### src/sv/ads_pkg.sv
// ----------------------------------------------------------------------------
// ads_pkg
// Types, register codes and fixed-point constants for the distortion
// waveshaper.
// ----------------------------------------------------------------------------
package ads_pkg;

  // sample and register types
  typedef logic signed [15:0] sample_t;
  typedef logic [15:0]        gain_t;
  typedef logic [1:0]         mode_t;
  typedef logic [0:0]         cfg_idx_t;
  typedef logic [15:0]        cfg_data_t;

  // register indexes
  localparam cfg_idx_t REG_GAIN = 1'd0;
  localparam cfg_idx_t REG_MODE = 1'd1;

  // register reset values
  localparam gain_t GAIN_RESET = 16'd4096;
  localparam mode_t MODE_RESET = 2'd3;

  // operating modes
  localparam mode_t MODE_SOFT   = 2'd0;
  localparam mode_t MODE_HARD   = 2'd1;
  localparam mode_t MODE_CRUSH  = 2'd2;
  localparam mode_t MODE_BYPASS = 2'd3;

  // hard clip level, floor(0.55 * 32768)
  localparam int HARD_LIMIT = 18022;

  // gained sample is clamped to this before the cubic, well past the point
  // where the soft clip output saturates
  localparam int G_W     = 18;
  localparam int G_CLAMP = (1 << (G_W - 1)) - 1;

  // divide by 3 through a reciprocal: floor(n/3) = (n * MAGIC3) >> 25 for n < 2^25
  localparam int DIV3_W     = 24;
  localparam int DIV3_SHIFT = 25;
  localparam logic [DIV3_W-1:0] DIV3_MAGIC = DIV3_W'(((1 << DIV3_SHIFT) + 2) / 3);

  // bit crusher geometry
  localparam int CRUSH_BITS  = 4;
  localparam int CRUSH_M     = (1 << CRUSH_BITS) - 1;
  localparam int CRUSH_HALF  = CRUSH_M / 2;
  localparam int CRUSH_K_W   = CRUSH_BITS + 1;
  localparam int CRUSH_N_W   = CRUSH_BITS + 16;
  localparam int CRUSH_SHIFT = 2 * CRUSH_BITS + 16;
  localparam int CRUSH_R_W   = CRUSH_BITS + 18;
  localparam int CRUSH_P_W   = CRUSH_N_W + CRUSH_R_W;
  localparam logic [CRUSH_R_W-1:0] CRUSH_RECIP =
    CRUSH_R_W'(((64'd1 << CRUSH_SHIFT) + 64'(CRUSH_M) - 64'd1) / 64'(CRUSH_M));

endpackage

### src/sv/ads_in_if.sv
// ----------------------------------------------------------------------------
// ads_in_if
// Input sample channel: valid/ready handshake with one Q1.15 sample.
// ----------------------------------------------------------------------------
interface ads_in_if;
  logic              valid;
  logic              ready;
  ads_pkg::sample_t  sample_in;

  modport source (output valid, output sample_in, input ready);
  modport sink   (input valid, input sample_in, output ready);
endinterface

### src/sv/ads_out_if.sv
// ----------------------------------------------------------------------------
// ads_out_if
// Output sample channel: valid/ready handshake with one Q1.15 sample.
// ----------------------------------------------------------------------------
interface ads_out_if;
  logic              valid;
  logic              ready;
  ads_pkg::sample_t  sample_out;

  modport source (output valid, output sample_out, input ready);
  modport sink   (input valid, input sample_out, output ready);
endinterface

### src/sv/audio_distortion_waveshaper.sv
// an accepted input beat passes the stage 1 to 4 registers, then the output register
// throughput: one beat per cycle, set by the five-stage pipeline which
//   advances whenever the output register is empty or being taken
// reset (synchronous, rst high): pipeline emptied, gain back to unity,
//   mode back to bypass
// ----------------------------------------------------------------------------
// audio_distortion_waveshaper
// Cubic soft clip, hard clip, bit crusher or bypass on Q1.15 samples,
// selected by the mode register, with a Q4.12 input gain.
// ----------------------------------------------------------------------------
module audio_distortion_waveshaper (
  input  logic                clk,
  input  logic                rst,
  input  logic                cfg_write,
  input  ads_pkg::cfg_idx_t   cfg_index,
  input  ads_pkg::cfg_data_t  cfg_data,
  ads_in_if.sink              samples,
  ads_out_if.source           results
);
  import ads_pkg::*;

  // configuration registers
  gain_t gain;
  mode_t mode;

  // pipeline valid bits
  logic v1, v2, v3, v4, v5;
  logic adv;

  // stage 1
  mode_t                  mode1;
  sample_t                x1;
  logic signed [32:0]     p1;
  logic [CRUSH_K_W-1:0]   k1;

  // stage 2
  mode_t                  mode2;
  sample_t                x2;
  logic signed [G_W-1:0]  gc2;
  logic signed [35:0]     sq2;
  logic [CRUSH_P_W-1:0]   cp2;

  // stage 3
  mode_t                  mode3;
  sample_t                x3;
  logic signed [G_W-1:0]  gc3;
  logic signed [53:0]     cube3;
  sample_t                cr3;

  // stage 4
  mode_t                  mode4;
  sample_t                x4;
  logic signed [G_W-1:0]  gc4;
  logic [47:0]            prod4;
  sample_t                cr4;

  // output register
  sample_t                sample_out;

  // combinational helpers
  logic signed [32:0]         x_ext, gain_ext, p_next;
  logic [CRUSH_BITS+16:0]     cu_prod;
  logic [15:0]                cu;
  logic signed [32:0]         g_full;
  logic signed [G_W-1:0]      gc_next;
  logic signed [35:0]         gc_ext36;
  logic [CRUSH_N_W-1:0]       cn;
  logic signed [53:0]         sq_ext, gc_ext54;
  logic [16:0]                cq;
  logic signed [53:0]         cube_bias;
  logic [DIV3_W-1:0]          m_off;
  logic [22:0]                q3;
  logic signed [23:0]         q_s, r_soft;
  logic signed [23:0]         gc_ext24;
  sample_t                    soft_r, hard_r, r_next;

  // configuration writes
  always_ff @(posedge clk) begin
    if (rst) begin
      gain <= GAIN_RESET;
      mode <= MODE_RESET;
    end else if (cfg_write) begin
      unique case (cfg_index)
        REG_GAIN: gain <= cfg_data;
        REG_MODE: mode <= cfg_data[1:0];
        default:  ;
      endcase
    end
  end

  // pipeline moves whenever the output register can take a beat
  assign adv           = !v5 || results.ready;
  assign samples.ready = adv;
  assign results.valid = v5;
  assign results.sample_out = sample_out;

  always_ff @(posedge clk) begin
    if (rst) begin
      v1 <= 1'b0;
      v2 <= 1'b0;
      v3 <= 1'b0;
      v4 <= 1'b0;
      v5 <= 1'b0;
    end else if (adv) begin
      v1 <= samples.valid;
      v2 <= v1;
      v3 <= v2;
      v4 <= v3;
      v5 <= v4;
    end
  end

  // stage 1: gain product and first crusher quantisation
  always_comb begin
    x_ext    = {{17{samples.sample_in[15]}}, samples.sample_in};
    gain_ext = {17'd0, gain};
    p_next   = x_ext * gain_ext;
    cu       = {~samples.sample_in[15], samples.sample_in[14:0]};
    cu_prod  = {{(CRUSH_BITS+1){1'b0}}, cu} * (CRUSH_BITS+17)'(CRUSH_M)
               + (CRUSH_BITS+17)'(1 << 14);
  end

  always_ff @(posedge clk) begin
    if (adv) begin
      mode1 <= mode;
      x1    <= samples.sample_in;
      p1    <= p_next;
      k1    <= cu_prod[15 +: CRUSH_K_W];
    end
  end

  // stage 2: round the gained sample, clamp, square; crusher step rescale
  always_comb begin
    g_full = (p1 + 33'sd2048) >>> 12;
    if (g_full > 33'(G_CLAMP)) begin
      gc_next = G_W'(G_CLAMP);
    end else if (g_full < -33'(G_CLAMP)) begin
      gc_next = -G_W'(G_CLAMP);
    end else begin
      gc_next = g_full[G_W-1:0];
    end
    gc_ext36 = {{(36-G_W){gc_next[G_W-1]}}, gc_next};
    cn       = {k1, 15'd0} + CRUSH_N_W'(CRUSH_HALF);
  end

  always_ff @(posedge clk) begin
    if (adv) begin
      mode2 <= mode1;
      x2    <= x1;
      gc2   <= gc_next;
      sq2   <= gc_ext36 * gc_ext36;
      cp2   <= {{CRUSH_R_W{1'b0}}, cn} * {{CRUSH_N_W{1'b0}}, CRUSH_RECIP};
    end
  end

  // stage 3: cube; crusher level back to a sample, top step saturated
  always_comb begin
    sq_ext   = {{18{sq2[35]}}, sq2};
    gc_ext54 = {{(54-G_W){gc2[G_W-1]}}, gc2};
    cq       = cp2[CRUSH_SHIFT +: 17];
  end

  always_ff @(posedge clk) begin
    if (adv) begin
      mode3 <= mode2;
      x3    <= x2;
      gc3   <= gc2;
      cube3 <= sq_ext * gc_ext54;
      cr3   <= cq[16] ? 16'sh7fff : {~cq[15], cq[14:0]};
    end
  end

  // stage 4: cube / 2^30 rounded, offset positive, times reciprocal of 3
  always_comb begin
    cube_bias = cube3 + 54'sd1610612736;
    m_off     = cube_bias[53:30] + DIV3_W'(3 << 21);
  end

  always_ff @(posedge clk) begin
    if (adv) begin
      mode4 <= mode3;
      x4    <= x3;
      gc4   <= gc3;
      prod4 <= {24'd0, m_off} * {24'd0, DIV3_MAGIC};
      cr4   <= cr3;
    end
  end

  // stage 5: soft clip subtraction and saturation, hard clip, mode select
  always_comb begin
    q3       = prod4[DIV3_SHIFT +: 23];
    q_s      = $signed({1'b0, q3}) - 24'sd2097152;
    gc_ext24 = {{(24-G_W){gc4[G_W-1]}}, gc4};
    r_soft   = gc_ext24 - q_s;
    if (r_soft > 24'sd32767) begin
      soft_r = 16'sh7fff;
    end else if (r_soft < -24'sd32768) begin
      soft_r = 16'sh8000;
    end else begin
      soft_r = r_soft[15:0];
    end
    if (gc4 > G_W'(HARD_LIMIT)) begin
      hard_r = 16'(HARD_LIMIT);
    end else if (gc4 < -G_W'(HARD_LIMIT)) begin
      hard_r = -16'(HARD_LIMIT);
    end else begin
      hard_r = gc4[15:0];
    end
    unique case (mode4)
      MODE_SOFT:  r_next = soft_r;
      MODE_HARD:  r_next = hard_r;
      MODE_CRUSH: r_next = cr4;
      default:    r_next = x4;
    endcase
  end

  always_ff @(posedge clk) begin
    if (adv) begin
      sample_out <= r_next;
    end
  end

  // output is empty straight after reset
  a_reset_empty: assert property (@(posedge clk) rst |=> !results.valid)
    else $error("output valid after reset");

  // input back-pressure only comes from a stalled output beat
  a_ready_cause: assert property (@(posedge clk) disable iff (rst)
    !samples.ready |-> (results.valid && !results.ready))
    else $error("input stalled without output stall");

  // hard clip beats stay within the clip level
  a_hard_bound: assert property (@(posedge clk) disable iff (rst)
    (adv && v4 && mode4 == MODE_HARD) |=>
      (sample_out <= 16'sd18022 && sample_out >= -16'sd18022))
    else $error("hard clip output beyond limit");

endmodule
### src/flat_wrapper.sv
// flat-port wrapper written by rule: the top's interface ports become plain ports
module audio_distortion_waveshaper_flat import ads_pkg::*;
  (clk, rst, cfg_write, cfg_index, cfg_data, samples_valid, samples_sample_in, samples_ready, results_valid, results_sample_out, results_ready);
  ads_in_if samples_i ();
  ads_out_if results_i ();
  input  logic clk;
  input  logic rst;
  input  logic cfg_write;
  input  ads_pkg::cfg_idx_t cfg_index;
  input  ads_pkg::cfg_data_t cfg_data;
  input wire logic [$bits(samples_i.valid)-1:0] samples_valid;
  input wire logic [$bits(samples_i.sample_in)-1:0] samples_sample_in;
  output wire logic [$bits(samples_i.ready)-1:0] samples_ready;
  output wire logic [$bits(results_i.valid)-1:0] results_valid;
  output wire logic [$bits(results_i.sample_out)-1:0] results_sample_out;
  input wire logic [$bits(results_i.ready)-1:0] results_ready;
  assign samples_i.valid = samples_valid;
  assign samples_i.sample_in = samples_sample_in;
  assign samples_ready = samples_i.ready;
  assign results_valid = results_i.valid;
  assign results_sample_out = results_i.sample_out;
  assign results_i.ready = results_ready;
  audio_distortion_waveshaper u_core (.clk(clk), .rst(rst), .cfg_write(cfg_write), .cfg_index(cfg_index), .cfg_data(cfg_data), .samples(samples_i), .results(results_i));
endmodule
### config.mk
export PLATFORM = sky130hd
export DESIGN_NAME = audio_distortion_waveshaper_flat
export DESIGN_NICKNAME = d
export VERILOG_FILES = /design/src/sv/ads_pkg.sv /design/src/sv/ads_in_if.sv /design/src/sv/ads_out_if.sv /design/src/sv/audio_distortion_waveshaper.sv /design/src/flat_wrapper.sv
export SDC_FILE = /design/constraint.sdc
export NUM_CORES = 2
export LEC_CHECK = 0
export ABC_AREA = 1
export BUFFER_PORTS_ARGS = -buffer_cell sky130_fd_sc_hd__buf_2
export CAP_MARGIN = 20
export CORE_ASPECT_RATIO = 0.8
export CORE_UTILIZATION = 55
export CTS_CLUSTER_DIAMETER = 100
export DETAILED_ROUTE_END_ITERATION = 16
export PLACE_DENSITY = 0.83
export RECOVER_POWER = 100
export REMOVE_ABC_BUFFERS = 1
export SLEW_MARGIN = 20
export SYNTH_ARGS = -nofsm -noshare
export SYNTH_HDL_FRONTEND = slang
export SYNTH_SLANG_ARGS = --single-unit
### constraint.sdc
create_clock -name clk -period 12.1 [get_ports clk]
set_clock_uncertainty 0.05 [all_clocks]
set_input_delay 3.025 -clock clk [delete_from_list [all_inputs] [get_ports clk]]
set_output_delay 3.025 -clock clk [all_outputs]
set_load 0.05 [all_outputs]
Yosys cells after proc, flatten, opt, wreduce, memory -nomap -nowiden. Cells that the tools add are included.

Reductions and logical operators: 5. Order comparisons: 6. Bitwise operators: 3. Add/subtract/negate cells: 7. Equal/unequal tests: 2. Mux-type cells: 7. $mul: 6.

Operators by type and width (number): 16-bit two-way mux (4); 54-bit by 32-bit adder with 54-bit output (second input constant) (1); 36-bit by 18-bit multiplier with 54-bit output (1); 24-bit by 24-bit multiplier with 48-bit output (second input constant) (1); 16-bit case mux with 3 select lines (1); 20-bit by 20-bit multiplier with 40-bit output (second input constant) (1); 18-bit by 18-bit multiplier with 36-bit output (1); 18-bit two-way mux (2); 33-bit by 13-bit adder with 33-bit output (second input constant) (1); 16-bit by 17-bit multiplier with 33-bit output (1); 24-bit by 23-bit adder with 24-bit output (second input constant) (1); 24-bit by 16-bit greater-than comparator with 1-bit output (second input constant) (1); 24-bit by 16-bit < comparator with 1-bit output (second input constant) (1); 18-bit by 24-bit subtractor with 24-bit output (1); 23-bit by 22-bit subtractor with 24-bit output (second input constant) (1); 21-bit by 18-bit greater-than comparator with 1-bit output (second input constant) (1); 21-bit by 18-bit < comparator with 1-bit output (second input constant) (1); 20-bit by 15-bit adder with 20-bit output (second input constant) (1); 20-bit by 3-bit adder with 20-bit output (second input constant) (1); 16-bit by 4-bit multiplier with 20-bit output (second input constant) (1); 18-bit by 16-bit greater-than comparator with 1-bit output (second input constant) (1); 18-bit by 16-bit < comparator with 1-bit output (second input constant) (1); 2-bit AND reduction (2); 1-bit NOT (3); 5 further kinds (5).

Input port bits: 38. Register bits after elaboration: 413.

Longest topological paths before layout.
Word-level depth: 6. Depth in mapped cells: 42.

Worst setup path after synthesis. No wires, ideal clock.

Path type: input to output. From: input results_ready. To: output samples_ready. Required time: 9.025 ns. Slack: -0.216 ns. Buffers on the path: 0. Arrival time: 9.241 ns. Cell stages on the path: 2. Cell sequence: nor2_1 -> inv_1.

Cells in the longest elaborated chain, start to end: 1.

Ends and longest elaborated chain: start: declaration (RTL line flat_wrapper.sv:16) `input wire logic [$bits(results_i.ready)-1:0] results_ready;`; 1-bit logical OR (RTL line audio_distortion_waveshaper.sv:92) `assign adv = !v5 || results.ready;`; end: declaration (RTL line flat_wrapper.sv:13) `output wire logic [$bits(samples_i.ready)-1:0] samples_ready;`.

No other way between the ends.

Final worst setup path.
From: register u_core.p1[17]. To: register u_core.sq2[35] (data pin).

Cells in the longest elaborated chain, start to end: 5.

Ends and longest elaborated chain: start: declaration (RTL line audio_distortion_waveshaper.sv:33) `logic signed [32:0] p1;`; start signal: assignment (RTL line audio_distortion_waveshaper.sv:127) `p1 <= p_next;`; 33-bit by 13-bit adder with 33-bit output * (RTL line audio_distortion_waveshaper.sv:134) `g_full = (p1 + 33'sd2048) >>> 12;`; 21-bit by 18-bit < comparator with 1-bit output (RTL line audio_distortion_waveshaper.sv:137) `end else if (g_full < -33'(G_CLAMP)) begin`; 18-bit two-way mux (RTL line audio_distortion_waveshaper.sv:137); 18-bit two-way mux * (RTL line audio_distortion_waveshaper.sv:135) `if (g_full > 33'(G_CLAMP)) begin`; 18-bit by 18-bit multiplier with 36-bit output * (RTL line audio_distortion_waveshaper.sv:151) `sq2 <= gc_ext36 * gc_ext36;`; end signal: assignment (RTL line audio_distortion_waveshaper.sv:151); end: declaration (RTL line audio_distortion_waveshaper.sv:40) `logic signed [35:0] sq2;`.

Every way passes the cells marked *; elsewhere a longest branch is shown, timed or not. A chain may end at the register's enable or synchronous reset.

==> summary.md <==
| Metric | Value |
|---|---|
| Worst min-delay path class | flip-flop to flip-flop |
| Startpoint types | flip-flop |
| Max Clk Rate | ~94 MHz |
| Synth area leaders | fa_1 39%, edfxtp_1 13%, ha_1 13%, inv_1 12%, nand2_1 8.7% |
| Final Critical Period | 10,600 ps |
| Min-delay src | u_core.mode2[1] |
| CTS max path bufs | 3 |
| Syn avg cell area | between 8 and 9 µm² |
| Fill cells | 10.49k |
| Clk_lat worst skew | between 600 and 700 ps |
| Post-Route WL | 173,500 µm |
| Gr ovfl total | 0 |
| WP data arrival | 10,890 ps |
| Worst path required time | ~12,000 ps |
| Core area | approximately 0.12 mm² |
| Critical Path Slowest Stage Cell | nand2_1 |
| Via density | 5.404 |
| CTS Buf Count | 40 |
| Most frequent CP cell | inv_1 |
| Yosys top cell by area | fa_1 |
| TritonCTS clock tree | yes |
| Nets | 9,844 |
| Routed vias | 50.92k |
| Number of global-route vias before repair | roughly 55k |
| Sink Count | about 320 |
| RSZ-0062 raised after global routing | no |
| Synthesis-stage register bit count | 323 |
| Post-synth ARST share | 0% |
| Final Hold Fails | 0 |
| Synth warn | 0 |
| WL per Instance | 18.41 µm |
| CP max stage delay | 930 ps |
| Largest net degree at the start of global routing | between 150 and 200 |
| # setup viols final | 0 |
| Failing checks | capacitance limit, slew limit |
| Clk pin slew, worst setup/hold paths | 60 ps |
| P&R area growth vs syn | 4.136% |
| Hpwl dp | approximately 140,000 µm |
| Die Footprint | 0.1257 mm² |
| Reg2reg start | u_core.p1[17] |
| Gp weighted congestion | 1.007 |
| Status | complete, but fails checks |
| PostCTS Resize Cnt | 0 |
| Antenna cells | 0 |
| Total GRT Usage | 28.48% |
| Area share of the largest cell type after synthesis | 39.09% |
| First-pass iteration count of the detailed router | 7 |
| RR Endpoint | u_core.sq2[35] |
| CP endpoint kind | flip-flop |
| Die Height | around 320 µm |
| Post-synthesis sequential area ratio | about 14% |
| Main synth FF type | edfxtp_1 |
| Reg-to-reg slack, setup | 1500 ps |
| Starting DRT DRC Count | approximately 4.3k |
| Cell area after synthesis | 0.06837 mm² |
| Placed insts | around 9.3k |
| # hold bufs at CTS | 0 |
| Initial antenna violation count | 0 |
| I/O pins | 56 |
| Final antenna-violating net count | 0 |
| # rows | 115 |
| Fraction of layout cells with a size suffix above 1 | 2.479% |
| Post-synthesis cell count | 7,857 |
| Post-CTS setup repair buffer count | 0 |
| R2r worst-path depth | 29 |
| Finished Layout Cells | 9,422 |
| Ratio of final minimum period to clock period | 87.57% |
| Port Buffers | 55 |
| CTS H-tree depth | 2 |
| Crit-path max FO | 31 |
| Die X | between 300 and 400 µm |
| Critical path type | flip-flop to flip-flop |
| Root buf cell | clkbuf_16 |
| Worst Hold Endpoint | u_core.mode3[1] |
| Rel. slew slack | -167.9% |
| Initial core utilization | 55.51% |
| Slew @ Worst Pin | 4019 ps |
| # Max-Cap Violations | 23 |
| Hold path depth | 0 |
| Fin. max-slew vios | 1,018 |
| First-pass GRT wire length | 282,700 µm |
| DRC Markers | 0 |
| Post-synth EDFFs | 300 |
| Yosys cell types | 54 |
cell usage after synthesis (2+ instances only):
| cell | count |
|---|---|
| o221ai_1 | 3 |
| or2_2 | 61 |
| and3_1 | 3 |
| o2111ai_1 | 2 |
| a221oi_1 | 5 |
| nor3_2 | 2 |
| a31oi_1 | 23 |
| fa_1 | 1335 |
| edfxtp_1 | 300 |
| buf_1 | 3 |
| a21oi_1 | 252 |
| a21boi_0 | 7 |
| nand4_1 | 35 |
| o21a_1 | 25 |
| nand3b_1 | 9 |
| buf_2 | 5 |
| nor3_1 | 46 |
| xor2_1 | 121 |
| o21ai_1 | 3 |
| nand2_2 | 10 |
| a21oi_2 | 3 |
| dfxtp_1 | 23 |
| nor2_1 | 399 |
| inv_2 | 20 |
| inv_1 | 2211 |
| o211ai_1 | 5 |
| nand3_2 | 5 |
| o221a_2 | 3 |
| nor2_4 | 2 |
| a211oi_1 | 10 |
| buf_6 | 4 |
| nor4_1 | 14 |
| nand2_4 | 2 |
| o21ai_0 | 161 |
| nand3_1 | 117 |
| clkbuf_1 | 214 |
| o21bai_1 | 20 |
| xnor2_1 | 64 |
| nand2_1 | 1586 |
| buf_4 | 3 |
| a21o_1 | 11 |
| ha_1 | 717 |
| o31ai_1 | 2 |
worst max-delay path, delay by kind of cell, from the launching register on:
family                     cells  cell delay (ps)
AOI/OAI and AO/OA              6             1440
DFF                            1              390
and+or+nand+nor                6             1700
xor gates and xnor gates       2              850
adders and majority gates      7             3980
buffers and inverters          8             1880
state kept, by name (all words and copies together), names as in the netlist, 17 cells and up:
register and count:
u_core.cp2 17, u_core.gc2 17, u_core.prod4 23, u_core.sq2 35, u_core.p1 22, u_core.gc4 18, u_core.cube3 25, u_core.gc3 18
kinds of logic (layout without fill, tap and decap cells):
family	Yosys count	count (layout)	synth area share, %
buffers and inverters	2460	2387	13.58
AND/OR/NAND/NOR	2296	2296	13.55
adder cells (fa/ha/maj)	2052	2052	52.21
AO/OA/AOI/OAI	539	539	4.400
flip-flops	323	323	13.85
XOR/XNOR	186	186	2.394
multiplexers	1	1	0.01464
metal layers:
layer | vias to the layer above | global-route usage [%] | routed length [µm]
met1 | 24900 | 38.42 | 70420
met5 | - | 0 | 0
met3 | 519 | 5.457 | 17280
met4 | 0 | 9.503 | 6191
li1 | 22950 | - | -
met2 | 2545 | 46.48 | 79610
area by class of cell:
| class | instances | area (µm²) | share of cell area [%] |
|---|---|---|---|
| Inverter | 2231 | 8376 | 11.76 |
| Clock inverter | 30 | 304.0 | 0.4271 |
| Tap cell | 1638 | 2049 | 2.879 |
| Timing Repair Buffer | 84 | 397.9 | 0.5589 |
| Clock buffer | 42 | 1008 | 1.417 |
| Multi-Input combinational cell | 5074 | 49590 | 69.65 |
| Sequential cell | 323 | 9469 | 13.30 |
cells in the final DEF (no fill, tap or decap), drive strengths merged, types with 8 or more instances in the layout:
cell,instances
nor3,49
nor2,401
a21oi,255
clkinv,17
ha,717
xnor2,64
nand4,35
nand2,1598
dfxtp,23
fa,1335
a31oi,23
xor2,122
nand3,122
edfxtp,300
or2,62
clkbuf,96
a21o,11
o21a,25
nor4,14
a211oi,10
o21bai,20
inv,2237
a21boi,8
buf,30
o21ai,165
nand3b,9
how the worst max path moves through the flow:
| stage | startpoint | to | cells past startpoint |
|---|---|---|---|
| 3_3_place_gp | u_core.cube3[29] | u_core.prod4[34] | 35 |
| 2_1_floorplan | results_ready | samples_ready | 2 |
| 4_1_cts | u_core.cube3[29] | u_core.prod4[34] | 35 |
| 3_5_place_dp | u_core.cube3[29] | u_core.prod4[34] | 35 |
| 6_report | u_core.p1[17] | u_core.sq2[35] | 29 |
| 5_1_grt | results_ready | u_core.prod4[37] | 5 |
metrics by stage:
| step | cell area [µm²] | setup TNS (ps) | hold slack, ps | setup WS [ps] | utilization, % |
|---|---|---|---|---|---|
| 6_report | 71190 | 0 | 366.1 | 1504 | 57.80 |
| 4_1_cts | 71330 | 0 | 363.9 | 2615 | 57.91 |
| 3_3_place_gp | 70010 | 0 | 350.3 | 2872 | 56.84 |
| 2_1_floorplan | 67460 | -216.0 | 350.3 | -216.0 | - |
| 5_1_grt | 71190 | 0 | 368.4 | 938.1 | 57.80 |
| 3_5_place_dp | 70010 | 0 | 354.5 | 2722 | 56.84 |
Power is left out: the tool's default activity adds up to more than one toggle a clock period on the data nets, which glitch-free logic cannot reach.
